### config.mk
export PLATFORM = sky130hd
export DESIGN_NAME = sha1_hash_engine_unit
export DESIGN_NICKNAME = d
export VERILOG_FILES = /design/src/rtl/core/sha1_pkg.sv /design/src/rtl/core/sha1_dp.sv /design/src/rtl/core/sha1_ctrl.sv /design/src/rtl/core/sha1_hash_engine_unit.sv
export SDC_FILE = /design/constraint.sdc
export NUM_CORES = 2
export LEC_CHECK = 0
export BUFFER_PORTS_ARGS = -buffer_cell sky130_fd_sc_hd__buf_2
export CAP_MARGIN = 20
export CORE_UTILIZATION = 50
export DETAILED_ROUTE_END_ITERATION = 10
export PLACE_DENSITY_LB_ADDON = 0.25
export SETUP_SLACK_MARGIN = 0.1
export SLEW_MARGIN = 0
export SYNTH_ARGS = -nofsm -noshare
export SYNTH_HDL_FRONTEND = slang
export SYNTH_SLANG_ARGS = --single-unit
### constraint.sdc
create_clock -name i_clk -period 25.4 [get_ports i_clk]
set_input_delay 5.08 -clock i_clk [delete_from_list [all_inputs] [get_ports i_clk]]
set_output_delay 5.08 -clock i_clk [all_outputs]
set_load 0.01 [all_outputs]
### src/rtl/core/sha1_pkg.sv
`timescale 1ns / 1ps
package sha1_pkg;

    // Request opcodes.
    localparam logic [1:0] OP_ABSORB   = 2'd0;
    localparam logic [1:0] OP_FINALIZE = 2'd1;
    localparam logic [1:0] OP_RESTART  = 2'd2;

    // SHA-1 initial chaining value.
    localparam logic [31:0] IV_H0 = 32'h67452301;
    localparam logic [31:0] IV_H1 = 32'hEFCDAB89;
    localparam logic [31:0] IV_H2 = 32'h98BADCFE;
    localparam logic [31:0] IV_H3 = 32'h10325476;
    localparam logic [31:0] IV_H4 = 32'hC3D2E1F0;

    // Round constants, one per group of twenty rounds.
    localparam logic [31:0] K_R0 = 32'h5A827999;
    localparam logic [31:0] K_R1 = 32'h6ED9EBA1;
    localparam logic [31:0] K_R2 = 32'h8F1BBCDC;
    localparam logic [31:0] K_R3 = 32'hCA62C1D6;

    // Padding marker byte.
    localparam logic [7:0] PAD_BYTE = 8'h80;

    // Input request payload.
    typedef struct packed {
        logic [1:0] opcode;
        logic [7:0] data_byte;
    } t_in_req;

    // Output request payload.
    typedef struct packed {
        logic [31:0] digest_h0;
        logic [31:0] digest_h1;
        logic [31:0] digest_h2;
        logic [31:0] digest_h3;
        logic [31:0] digest_h4;
    } t_out_req;

    // Controller states.
    typedef enum logic [2:0] {
        S_IDLE,
        S_LOAD,
        S_ROUND,
        S_ADD,
        S_OUT
    } t_state;

    // Kind of compression in progress.
    typedef enum logic [1:0] {
        JOB_BLOCK,
        JOB_FIN1,
        JOB_FIN2
    } t_job;

    // Source of the 16 message words loaded into the schedule window.
    typedef enum logic [1:0] {
        SRC_BUF,
        SRC_PAD,
        SRC_LEN
    } t_blk_src;

    // Commands from the controller to the datapath.
    typedef struct packed {
        logic     absorb;
        logic     restart;
        logic     load;
        t_blk_src src;
        logic     base_h;
        logic     round;
        logic     add;
        logic     commit;
        logic     out_load;
    } t_dp_cmd;

    // Status from the datapath to the controller.
    typedef struct packed {
        logic block_full;
        logic two_blocks;
        logic last_round;
        logic out_busy;
    } t_dp_sts;

endpackage

### src/rtl/core/sha1_dp.sv
`timescale 1ns / 1ps
module sha1_dp
    import sha1_pkg::*;
(
    input  logic     i_clk,
    input  logic     i_rst_n,
    input  t_in_req  i_in_req,
    input  t_dp_cmd  i_cmd,
    input  logic     i_out_ready,
    output t_dp_sts  o_sts,
    output logic     o_out_valid,
    output t_out_req o_out_req
);

    logic [31:0] r_h   [5];
    logic [31:0] r_fh  [5];
    logic [31:0] r_buf [16];
    logic [31:0] r_w   [16];
    logic [31:0] r_a, r_b, r_c, r_d, r_e;
    logic [5:0]  r_cnt;
    logic [60:0] r_bytes;
    logic [6:0]  r_t;
    logic        r_out_valid;
    t_out_req    r_out;

    logic [31:0] w_pad [16];
    logic [31:0] w_src [16];
    logic [31:0] w_base [5];
    logic [63:0] w_len;
    logic [31:0] w_f, w_k, w_tmp, w_next_w;

    // Message length in bits, big-endian in the last two words.
    assign w_len = {r_bytes, 3'b000};

    // Padded final block: buffered bytes, the marker byte, zeros, and the
    // length when it still fits behind the marker.
    always_comb begin
        logic [5:0] idx;
        for (int i = 0; i < 16; i++) begin
            for (int j = 0; j < 4; j++) begin
                idx = 6'(4 * i + j);
                if (idx < r_cnt) begin
                    w_pad[i][31 - 8 * j -: 8] = r_buf[i][31 - 8 * j -: 8];
                end else if (idx == r_cnt) begin
                    w_pad[i][31 - 8 * j -: 8] = PAD_BYTE;
                end else begin
                    w_pad[i][31 - 8 * j -: 8] = 8'h00;
                end
            end
        end
        if (!o_sts.two_blocks) begin
            w_pad[14] = w_len[63:32];
            w_pad[15] = w_len[31:0];
        end
    end

    // Block source selection for the schedule window load.
    always_comb begin
        for (int i = 0; i < 16; i++) begin
            unique case (i_cmd.src)
                SRC_BUF: w_src[i] = r_buf[i];
                SRC_PAD: w_src[i] = w_pad[i];
                default: w_src[i] = 32'h0;
            endcase
        end
        w_src[14] = (i_cmd.src == SRC_LEN) ? w_len[63:32] : w_src[14];
        w_src[15] = (i_cmd.src == SRC_LEN) ? w_len[31:0]  : w_src[15];
        for (int i = 0; i < 5; i++) begin
            w_base[i] = i_cmd.base_h ? r_h[i] : r_fh[i];
        end
    end

    // One SHA-1 round and the next schedule word.
    always_comb begin
        if (r_t < 7'd20) begin
            w_f = (r_b & r_c) | (~r_b & r_d);
            w_k = K_R0;
        end else if (r_t < 7'd40) begin
            w_f = r_b ^ r_c ^ r_d;
            w_k = K_R1;
        end else if (r_t < 7'd60) begin
            w_f = (r_b & r_c) | (r_b & r_d) | (r_c & r_d);
            w_k = K_R2;
        end else begin
            w_f = r_b ^ r_c ^ r_d;
            w_k = K_R3;
        end
        w_tmp    = {r_a[26:0], r_a[31:27]} + w_f + r_e + r_w[0] + w_k;
        w_next_w = r_w[13] ^ r_w[8] ^ r_w[2] ^ r_w[0];
        w_next_w = {w_next_w[30:0], w_next_w[31]};
    end

    // Byte buffer, counters and chaining value.
    always_ff @(posedge i_clk) begin
        if (!i_rst_n) begin
            r_h[0]  <= IV_H0;
            r_h[1]  <= IV_H1;
            r_h[2]  <= IV_H2;
            r_h[3]  <= IV_H3;
            r_h[4]  <= IV_H4;
            r_cnt   <= 6'd0;
            r_bytes <= 61'd0;
        end else begin
            if (i_cmd.absorb) begin
                for (int i = 0; i < 16; i++) begin
                    for (int j = 0; j < 4; j++) begin
                        if (r_cnt == 6'(4 * i + j)) begin
                            r_buf[i][31 - 8 * j -: 8] <= i_in_req.data_byte;
                        end
                    end
                end
                r_cnt   <= r_cnt + 6'd1;
                r_bytes <= r_bytes + 61'd1;
            end
            if (i_cmd.restart) begin
                r_h[0]  <= IV_H0;
                r_h[1]  <= IV_H1;
                r_h[2]  <= IV_H2;
                r_h[3]  <= IV_H3;
                r_h[4]  <= IV_H4;
                r_cnt   <= 6'd0;
                r_bytes <= 61'd0;
            end
            if (i_cmd.add && i_cmd.commit) begin
                r_h[0] <= r_fh[0] + r_a;
                r_h[1] <= r_fh[1] + r_b;
                r_h[2] <= r_fh[2] + r_c;
                r_h[3] <= r_fh[3] + r_d;
                r_h[4] <= r_fh[4] + r_e;
            end
        end
    end

    // Round counter.
    always_ff @(posedge i_clk) begin
        if (!i_rst_n) begin
            r_t <= 7'd0;
        end else if (i_cmd.load) begin
            r_t <= 7'd0;
        end else if (i_cmd.round) begin
            r_t <= r_t + 7'd1;
        end
    end

    // Working hash, round registers and schedule window.
    always_ff @(posedge i_clk) begin
        if (i_cmd.load) begin
            for (int i = 0; i < 16; i++) begin
                r_w[i] <= w_src[i];
            end
            for (int i = 0; i < 5; i++) begin
                r_fh[i] <= w_base[i];
            end
            r_a <= w_base[0];
            r_b <= w_base[1];
            r_c <= w_base[2];
            r_d <= w_base[3];
            r_e <= w_base[4];
        end else if (i_cmd.round) begin
            for (int i = 0; i < 15; i++) begin
                r_w[i] <= r_w[i + 1];
            end
            r_w[15] <= w_next_w;
            r_a <= w_tmp;
            r_b <= r_a;
            r_c <= {r_b[1:0], r_b[31:2]};
            r_d <= r_c;
            r_e <= r_d;
        end else if (i_cmd.add) begin
            r_fh[0] <= r_fh[0] + r_a;
            r_fh[1] <= r_fh[1] + r_b;
            r_fh[2] <= r_fh[2] + r_c;
            r_fh[3] <= r_fh[3] + r_d;
            r_fh[4] <= r_fh[4] + r_e;
        end
    end

    // Output register, decoupled from the input side.
    always_ff @(posedge i_clk) begin
        if (!i_rst_n) begin
            r_out_valid <= 1'b0;
        end else if (i_cmd.out_load) begin
            r_out_valid <= 1'b1;
        end else if (i_out_ready) begin
            r_out_valid <= 1'b0;
        end
    end

    always_ff @(posedge i_clk) begin
        if (i_cmd.out_load) begin
            r_out.digest_h0 <= r_fh[0];
            r_out.digest_h1 <= r_fh[1];
            r_out.digest_h2 <= r_fh[2];
            r_out.digest_h3 <= r_fh[3];
            r_out.digest_h4 <= r_fh[4];
        end
    end

    assign o_out_valid       = r_out_valid;
    assign o_out_req         = r_out;
    assign o_sts.block_full  = (r_cnt == 6'd63);
    assign o_sts.two_blocks  = (r_cnt >= 6'd56);
    assign o_sts.last_round  = (r_t == 7'd79);
    assign o_sts.out_busy    = r_out_valid && !i_out_ready;

endmodule

### src/rtl/core/sha1_ctrl.sv
`timescale 1ns / 1ps
module sha1_ctrl
    import sha1_pkg::*;
(
    input  logic       i_clk,
    input  logic       i_rst_n,
    input  logic       i_in_valid,
    input  logic [1:0] i_opcode,
    input  t_dp_sts    i_sts,
    output logic       o_in_ready,
    output t_dp_cmd    o_cmd
);

    t_state r_state, n_state;
    t_job   r_job, n_job;

    // State and job registers.
    always_ff @(posedge i_clk) begin
        if (!i_rst_n) begin
            r_state <= S_IDLE;
            r_job   <= JOB_BLOCK;
        end else begin
            r_state <= n_state;
            r_job   <= n_job;
        end
    end

    // Next state and datapath commands.
    always_comb begin
        n_state    = r_state;
        n_job      = r_job;
        o_cmd      = '0;
        o_cmd.src  = SRC_BUF;
        o_in_ready = 1'b0;
        unique case (r_state)
            S_IDLE: begin
                o_in_ready = 1'b1;
                if (i_in_valid) begin
                    unique case (i_opcode)
                        OP_ABSORB: begin
                            o_cmd.absorb = 1'b1;
                            if (i_sts.block_full) begin
                                n_job   = JOB_BLOCK;
                                n_state = S_LOAD;
                            end
                        end
                        OP_FINALIZE: begin
                            n_job   = JOB_FIN1;
                            n_state = S_LOAD;
                        end
                        OP_RESTART: begin
                            o_cmd.restart = 1'b1;
                        end
                        default: begin
                            // Unused opcode: the request is dropped.
                        end
                    endcase
                end
            end
            S_LOAD: begin
                o_cmd.load = 1'b1;
                unique case (r_job)
                    JOB_BLOCK: o_cmd.src = SRC_BUF;
                    JOB_FIN1:  o_cmd.src = SRC_PAD;
                    default:   o_cmd.src = SRC_LEN;
                endcase
                o_cmd.base_h = (r_job != JOB_FIN2);
                n_state      = S_ROUND;
            end
            S_ROUND: begin
                o_cmd.round = 1'b1;
                if (i_sts.last_round) begin
                    n_state = S_ADD;
                end
            end
            S_ADD: begin
                o_cmd.add    = 1'b1;
                o_cmd.commit = (r_job == JOB_BLOCK);
                if (r_job == JOB_BLOCK) begin
                    n_state = S_IDLE;
                end else if (r_job == JOB_FIN1 && i_sts.two_blocks) begin
                    n_job   = JOB_FIN2;
                    n_state = S_LOAD;
                end else begin
                    n_state = S_OUT;
                end
            end
            S_OUT: begin
                if (!i_sts.out_busy) begin
                    o_cmd.out_load = 1'b1;
                    n_state        = S_IDLE;
                end
            end
            default: begin
                n_state = S_IDLE;
            end
        endcase
    end

endmodule

### src/rtl/core/sha1_hash_engine_unit.sv
`timescale 1ns / 1ps
// SHA-1 hashing engine fed one request at a time: absorb one message byte,
// finalize (emit the five big-endian digest words without disturbing the
// running hash, so absorbing may continue), or restart. The byte that
// completes a 64-byte block starts a compression (a load, 80 rounds, an add)
// that runs one SHA-1 round per cycle through a single round unit, and no
// request is accepted until it is done. A finalize compresses the padded
// block, plus a second padding block when 56 or more bytes are buffered,
// then waits for the previous digest to be taken before it loads its own;
// the next request is accepted once that digest is loaded. The digest sits in
// its own output register so input requests continue meanwhile. Restart and
// the unused opcode start no compression.
module sha1_hash_engine_unit
    import sha1_pkg::*;
(
    input  logic     i_clk,
    input  logic     i_rst_n,
    input  logic     i_in_valid,
    output logic     o_in_ready,
    input  t_in_req  i_in_req,
    output logic     o_out_valid,
    input  logic     i_out_ready,
    output t_out_req o_out_req
);

    t_dp_cmd w_cmd;
    t_dp_sts w_sts;

    // Sequencing of loads, rounds and output.
    sha1_ctrl u_ctrl (
        .i_clk      (i_clk),
        .i_rst_n    (i_rst_n),
        .i_in_valid (i_in_valid),
        .i_opcode   (i_in_req.opcode),
        .i_sts      (w_sts),
        .o_in_ready (o_in_ready),
        .o_cmd      (w_cmd)
    );

    // Buffer, schedule, round logic and output register.
    sha1_dp u_dp (
        .i_clk       (i_clk),
        .i_rst_n     (i_rst_n),
        .i_in_req    (i_in_req),
        .i_cmd       (w_cmd),
        .i_out_ready (i_out_ready),
        .o_sts       (w_sts),
        .o_out_valid (o_out_valid),
        .o_out_req   (o_out_req)
    );

    // No digest is pending right after reset.
    a_reset_out: assert property (@(posedge i_clk)
        !i_rst_n |=> !o_out_valid)
        else $error("digest valid after reset");

    // A finalize request always starts a compression before any new request.
    a_fin_busy: assert property (@(posedge i_clk) disable iff (!i_rst_n)
        (i_in_valid && o_in_ready && i_in_req.opcode == OP_FINALIZE) |=> !o_in_ready)
        else $error("finalize did not start compression");

    // The byte that fills the block starts a compression.
    a_block_busy: assert property (@(posedge i_clk) disable iff (!i_rst_n)
        (i_in_valid && o_in_ready && i_in_req.opcode == OP_ABSORB && w_sts.block_full)
        |=> !o_in_ready)
        else $error("full block not compressed");

    // A digest appears only when the controller loads the output register.
    a_out_src: assert property (@(posedge i_clk) disable iff (!i_rst_n)
        $rose(o_out_valid) |-> $past(w_cmd.out_load))
        else $error("digest valid without output load");

endmodule

==> impl_metrics.py <==
metrics = {
    "synth": {
        "syn_area_per_cell_um2": 13.2,
        "ys_ff_latch": 1744,
        "ys_types": 83,
        "synth_ff_type": "edfxtp_1",
        "yosysMostFrequentCell": "edfxtp_1",
        "syn_inst": 6118,
        "synth_edf_count": 1664,
        "synth.net_count": 6481,
        "syn-cell-area_um2": 81000,
        "synth_top_cell_by_area": "edfxtp_1",
        "yosysSeqAreaShare_pct": 63.6,
        "ys_warn_count": 0,
        "synth_top_area_share_pct": 61.7,
        "async_flop_share_pct": 0,
        "synth_area_leaders": "edfxtp_1 62%, a22o_1 4.3%, ha_1 3.5%",
        "synth_common_cells": "1664 x edfxtp_1, 503 x nor2_1, 470 x nand2_1",
    },
    "sta": {
        "period_share_pct": 30.4,
        "slew-limit-headroom_pct": 16.5,
        "finalMaxSlewViolations": 0,
        "hold_viol_final": 0,
        "finalSetupTns_ns": 0,
        "clock_skew_ns": 0.0546,
        "finalCriticalPeriod_ns": 7.72,
        "setup_ws_ns": 17.68,
        "fmax_ghz": 0.130,
        "finalSetupViolations": 0,
        "worst_pin_slew_ns": 1.25,
        "rsz0062_at_grt": "no",
    },
    "clock_network": {
        "clkTransAtPathRegs_ns": 0.07,
        "cts_hold_buf": 0,
        "htree_levels": 4,
        "postCtsSetupBuffers": 0,
        "cts.sinks": 1744,
        "cts_buffers": 178,
        "worstSkewPairLatency_ns": 0.84,
        "cts.path.max_buffers": 3,
        "root_buffer": "clkbuf_16",
        "postCtsResizedCells": 0,
        "cts_tree": "done",
    },
    "pwr": {
        "seqPwrFrac_pct": 48.7,
        "peakVddDrop_uv": 81.4,
        "p_comb_share_pct": 12.3,
        "pwr-share-clk_pct": 39.0,
        "p_int_mw": 5.06,
        "power_leakage_nw": 33.1,
        "p_per_area_nw_per_um2": 75.5,
        "p_sw_mw": 1.75,
        "p_sw_share_pct": 25.7,
    },
    "global_route": {
        "grtUsageTotal_pct": 28.2,
        "antenna_found_initial": 5,
        "grt_use_met2_pct": 44.5,
        "grtUsageMet3_pct": 4.97,
        "grt_max_degree": 198,
        "grt.busiest_layer": "met2",
        "overflow": 0,
        "grt_first_pass_wirelength_um": 337000,
        "first_global_vias": 50397,
        "use_met1_pct": 37.4,
    },
    "worst_setup_path": {
        "r2r-end": "u_dp.r_a[31]",
        "path_buf_inv": 7,
        "r2r_slack_ns": 17.68,
        "crit_start": "u_dp.r_t[3]",
        "critPathKind": "reg2reg",
        "cp-end-kind": "flop",
        "start_kind": "flop",
        "reg2reg_depth": 28,
        "cpLargestDelayFamily": "compound AO/OA/AOI/OAI gates",
        "required_ns": 25.91,
        "cp.depth": 28,
        "cp_slowest_cell": "o311ai_0",
        "rr_startpoint": "u_dp.r_t[3]",
        "crit_arrival_ns": 8.23,
        "cp-endpoint": "u_dp.r_a[31]",
        "critPathMaxFanout": 35,
        "cpPeakStageDelay_ns": 0.57,
    },
    "detailed_routing": {
        "wl_per_cell_um": 27.0,
        "via_count": 52486,
        "route.detailed.drc": 0,
        "drtIter0Drc": 5705,
        "drtPass1Iterations": 8,
        "drtAntennaViolNets": 0,
        "vias_per_cell": 6.10,
        "drt-total-wl_um": 233000,
    },
    "placement": {
        "placedCellCount": 8260,
        "io_buffers": 175,
        "dpl_worst_slack_ns": 17.16,
        "gp_congestion": 0.956,
        "place_hpwl_um": 157000,
    },
    "floorplanning": {
        "core_um2": 161000,
        "io_pins": 176,
        "fp.dieH_um": 405,
        "die_area_um2": 164000,
        "chipWidth_um": 405,
        "rows": 147,
        "start_util_pct": 50.4,
    },
    "job": {
        "max_cap_viol_count": 0,
    },
    "finish": {
        "drive_gt1_share_pct": 8.85,
        "n_fill_cell": 13170,
        "final_nets": 6653,
        "fin_cells": 8598,
        "area_delta_synth_final_pct": 11.4,
        "diodes": 0,
    },
    "status": {
        "status": "finished, final reports clean",
    },
    "hold_path": {
        "hold_path.class": "reg2reg",
    },
}
==> power groups by stage <==
stage	registers, mW	clock network, mW	logic (mW)
after floorplan	3.38	0	0.599
after global placement	3.38	0	0.812
after detailed placement	3.38	0	0.824
after CTS	3.32	2.69	0.832
after global routing	3.32	2.80	0.925
final	3.32	2.66	0.838
==> sequential cells by signal, summed over array words and instances, names as in the netlist, 3 cells and up <==
| signal | count |
|---|---|
| u_dp.r_w | 512 |
| u_ctrl.r_state | 3 |
| u_dp.r_h | 160 |
| u_dp.r_bytes | 61 |
| u_dp.r_c | 32 |
| u_dp.r_buf | 512 |
| u_dp.r_a | 32 |
| u_dp.r_d | 32 |
| u_dp.r_b | 32 |
| u_dp.r_cnt | 6 |
| u_dp.r_t | 7 |
| u_dp.r_e | 32 |
| u_dp.r_fh | 160 |
| u_dp.o_out_req | 160 |
==> cell usage in the layout (no fill, tap or decap), types with 211 or more instances in the layout <==
cell type  count
ha_1         225
a21oi_1      364
inv_1        211
edfxtp_1    1664
a22o_1       400
mux2i_1      245
xnor2_1      217
nand2_1      467
nor2_1       501
o21ai_0      330
==> per-stage QoR <==
step	power, mW	utilization (%)	hold slack [ns]	area [um2]
2_1_floorplan	3.98	-	0.454	81000
3_3_place_gp	4.19	52.4	0.487	84300
3_5_place_dp	4.20	52.4	0.479	84300
4_1_cts	6.84	56.1	0.494	90200
5_1_grt	7.04	56.2	0.513	90300
6_report	6.82	56.2	0.495	90300
==> layout make-up <==
cell class / instances / area, um2 / share of cell area (%)
repair buffers: 254 / 1530 / 1.70
flip-flops and latches: 1744 / 51600 / 57.1
multi-input cells: 3899 / 27700 / 30.7
inverters: 213 / 800 / 0.885
clock buffers: 216 / 4630 / 5.12
well taps: 2160 / 2700 / 2.99
clock inverters: 112 / 1310 / 1.45
==> layer usage <==
metal / up-vias / part of all wire (%) / routed length [um]
li1: 23383 / - / -
met1: 25945 / 39 / 91300
met2: 2621 / 46 / 108000
met3: 533 / 8.6 / 19900
met4: 4 / 5.7 / 13200
met5: - / 0.012 / 27
==> kinds of logic after synthesis <==
family	Yosys count	share of synthesized area [%]
adders and majority gates	349	6.54
buffers and inverters	475	2.21
DFF	1744	63.6
and+or+nand+nor	1439	8.08
xor gates and xnor gates	329	3.56
muxes	246	3.04
AOI/OAI and AO/OA	1536	12.9
==> worst min-delay path by stage <==
stage,start,end,depth (start not counted)
floorplan,u_dp.r_fh[0][128],u_dp.o_out_req[0],0
global placement,u_dp.r_fh[0][69],u_dp.o_out_req[69],0
detailed placement,u_dp.r_fh[0][8],u_dp.o_out_req[136],0
CTS,u_dp.r_fh[0][103],u_dp.o_out_req[39],0
global route,u_dp.r_fh[0][8],u_dp.o_out_req[136],0
finish,u_dp.r_fh[0][103],u_dp.o_out_req[39],0
(Power assumes the default switching activity.)
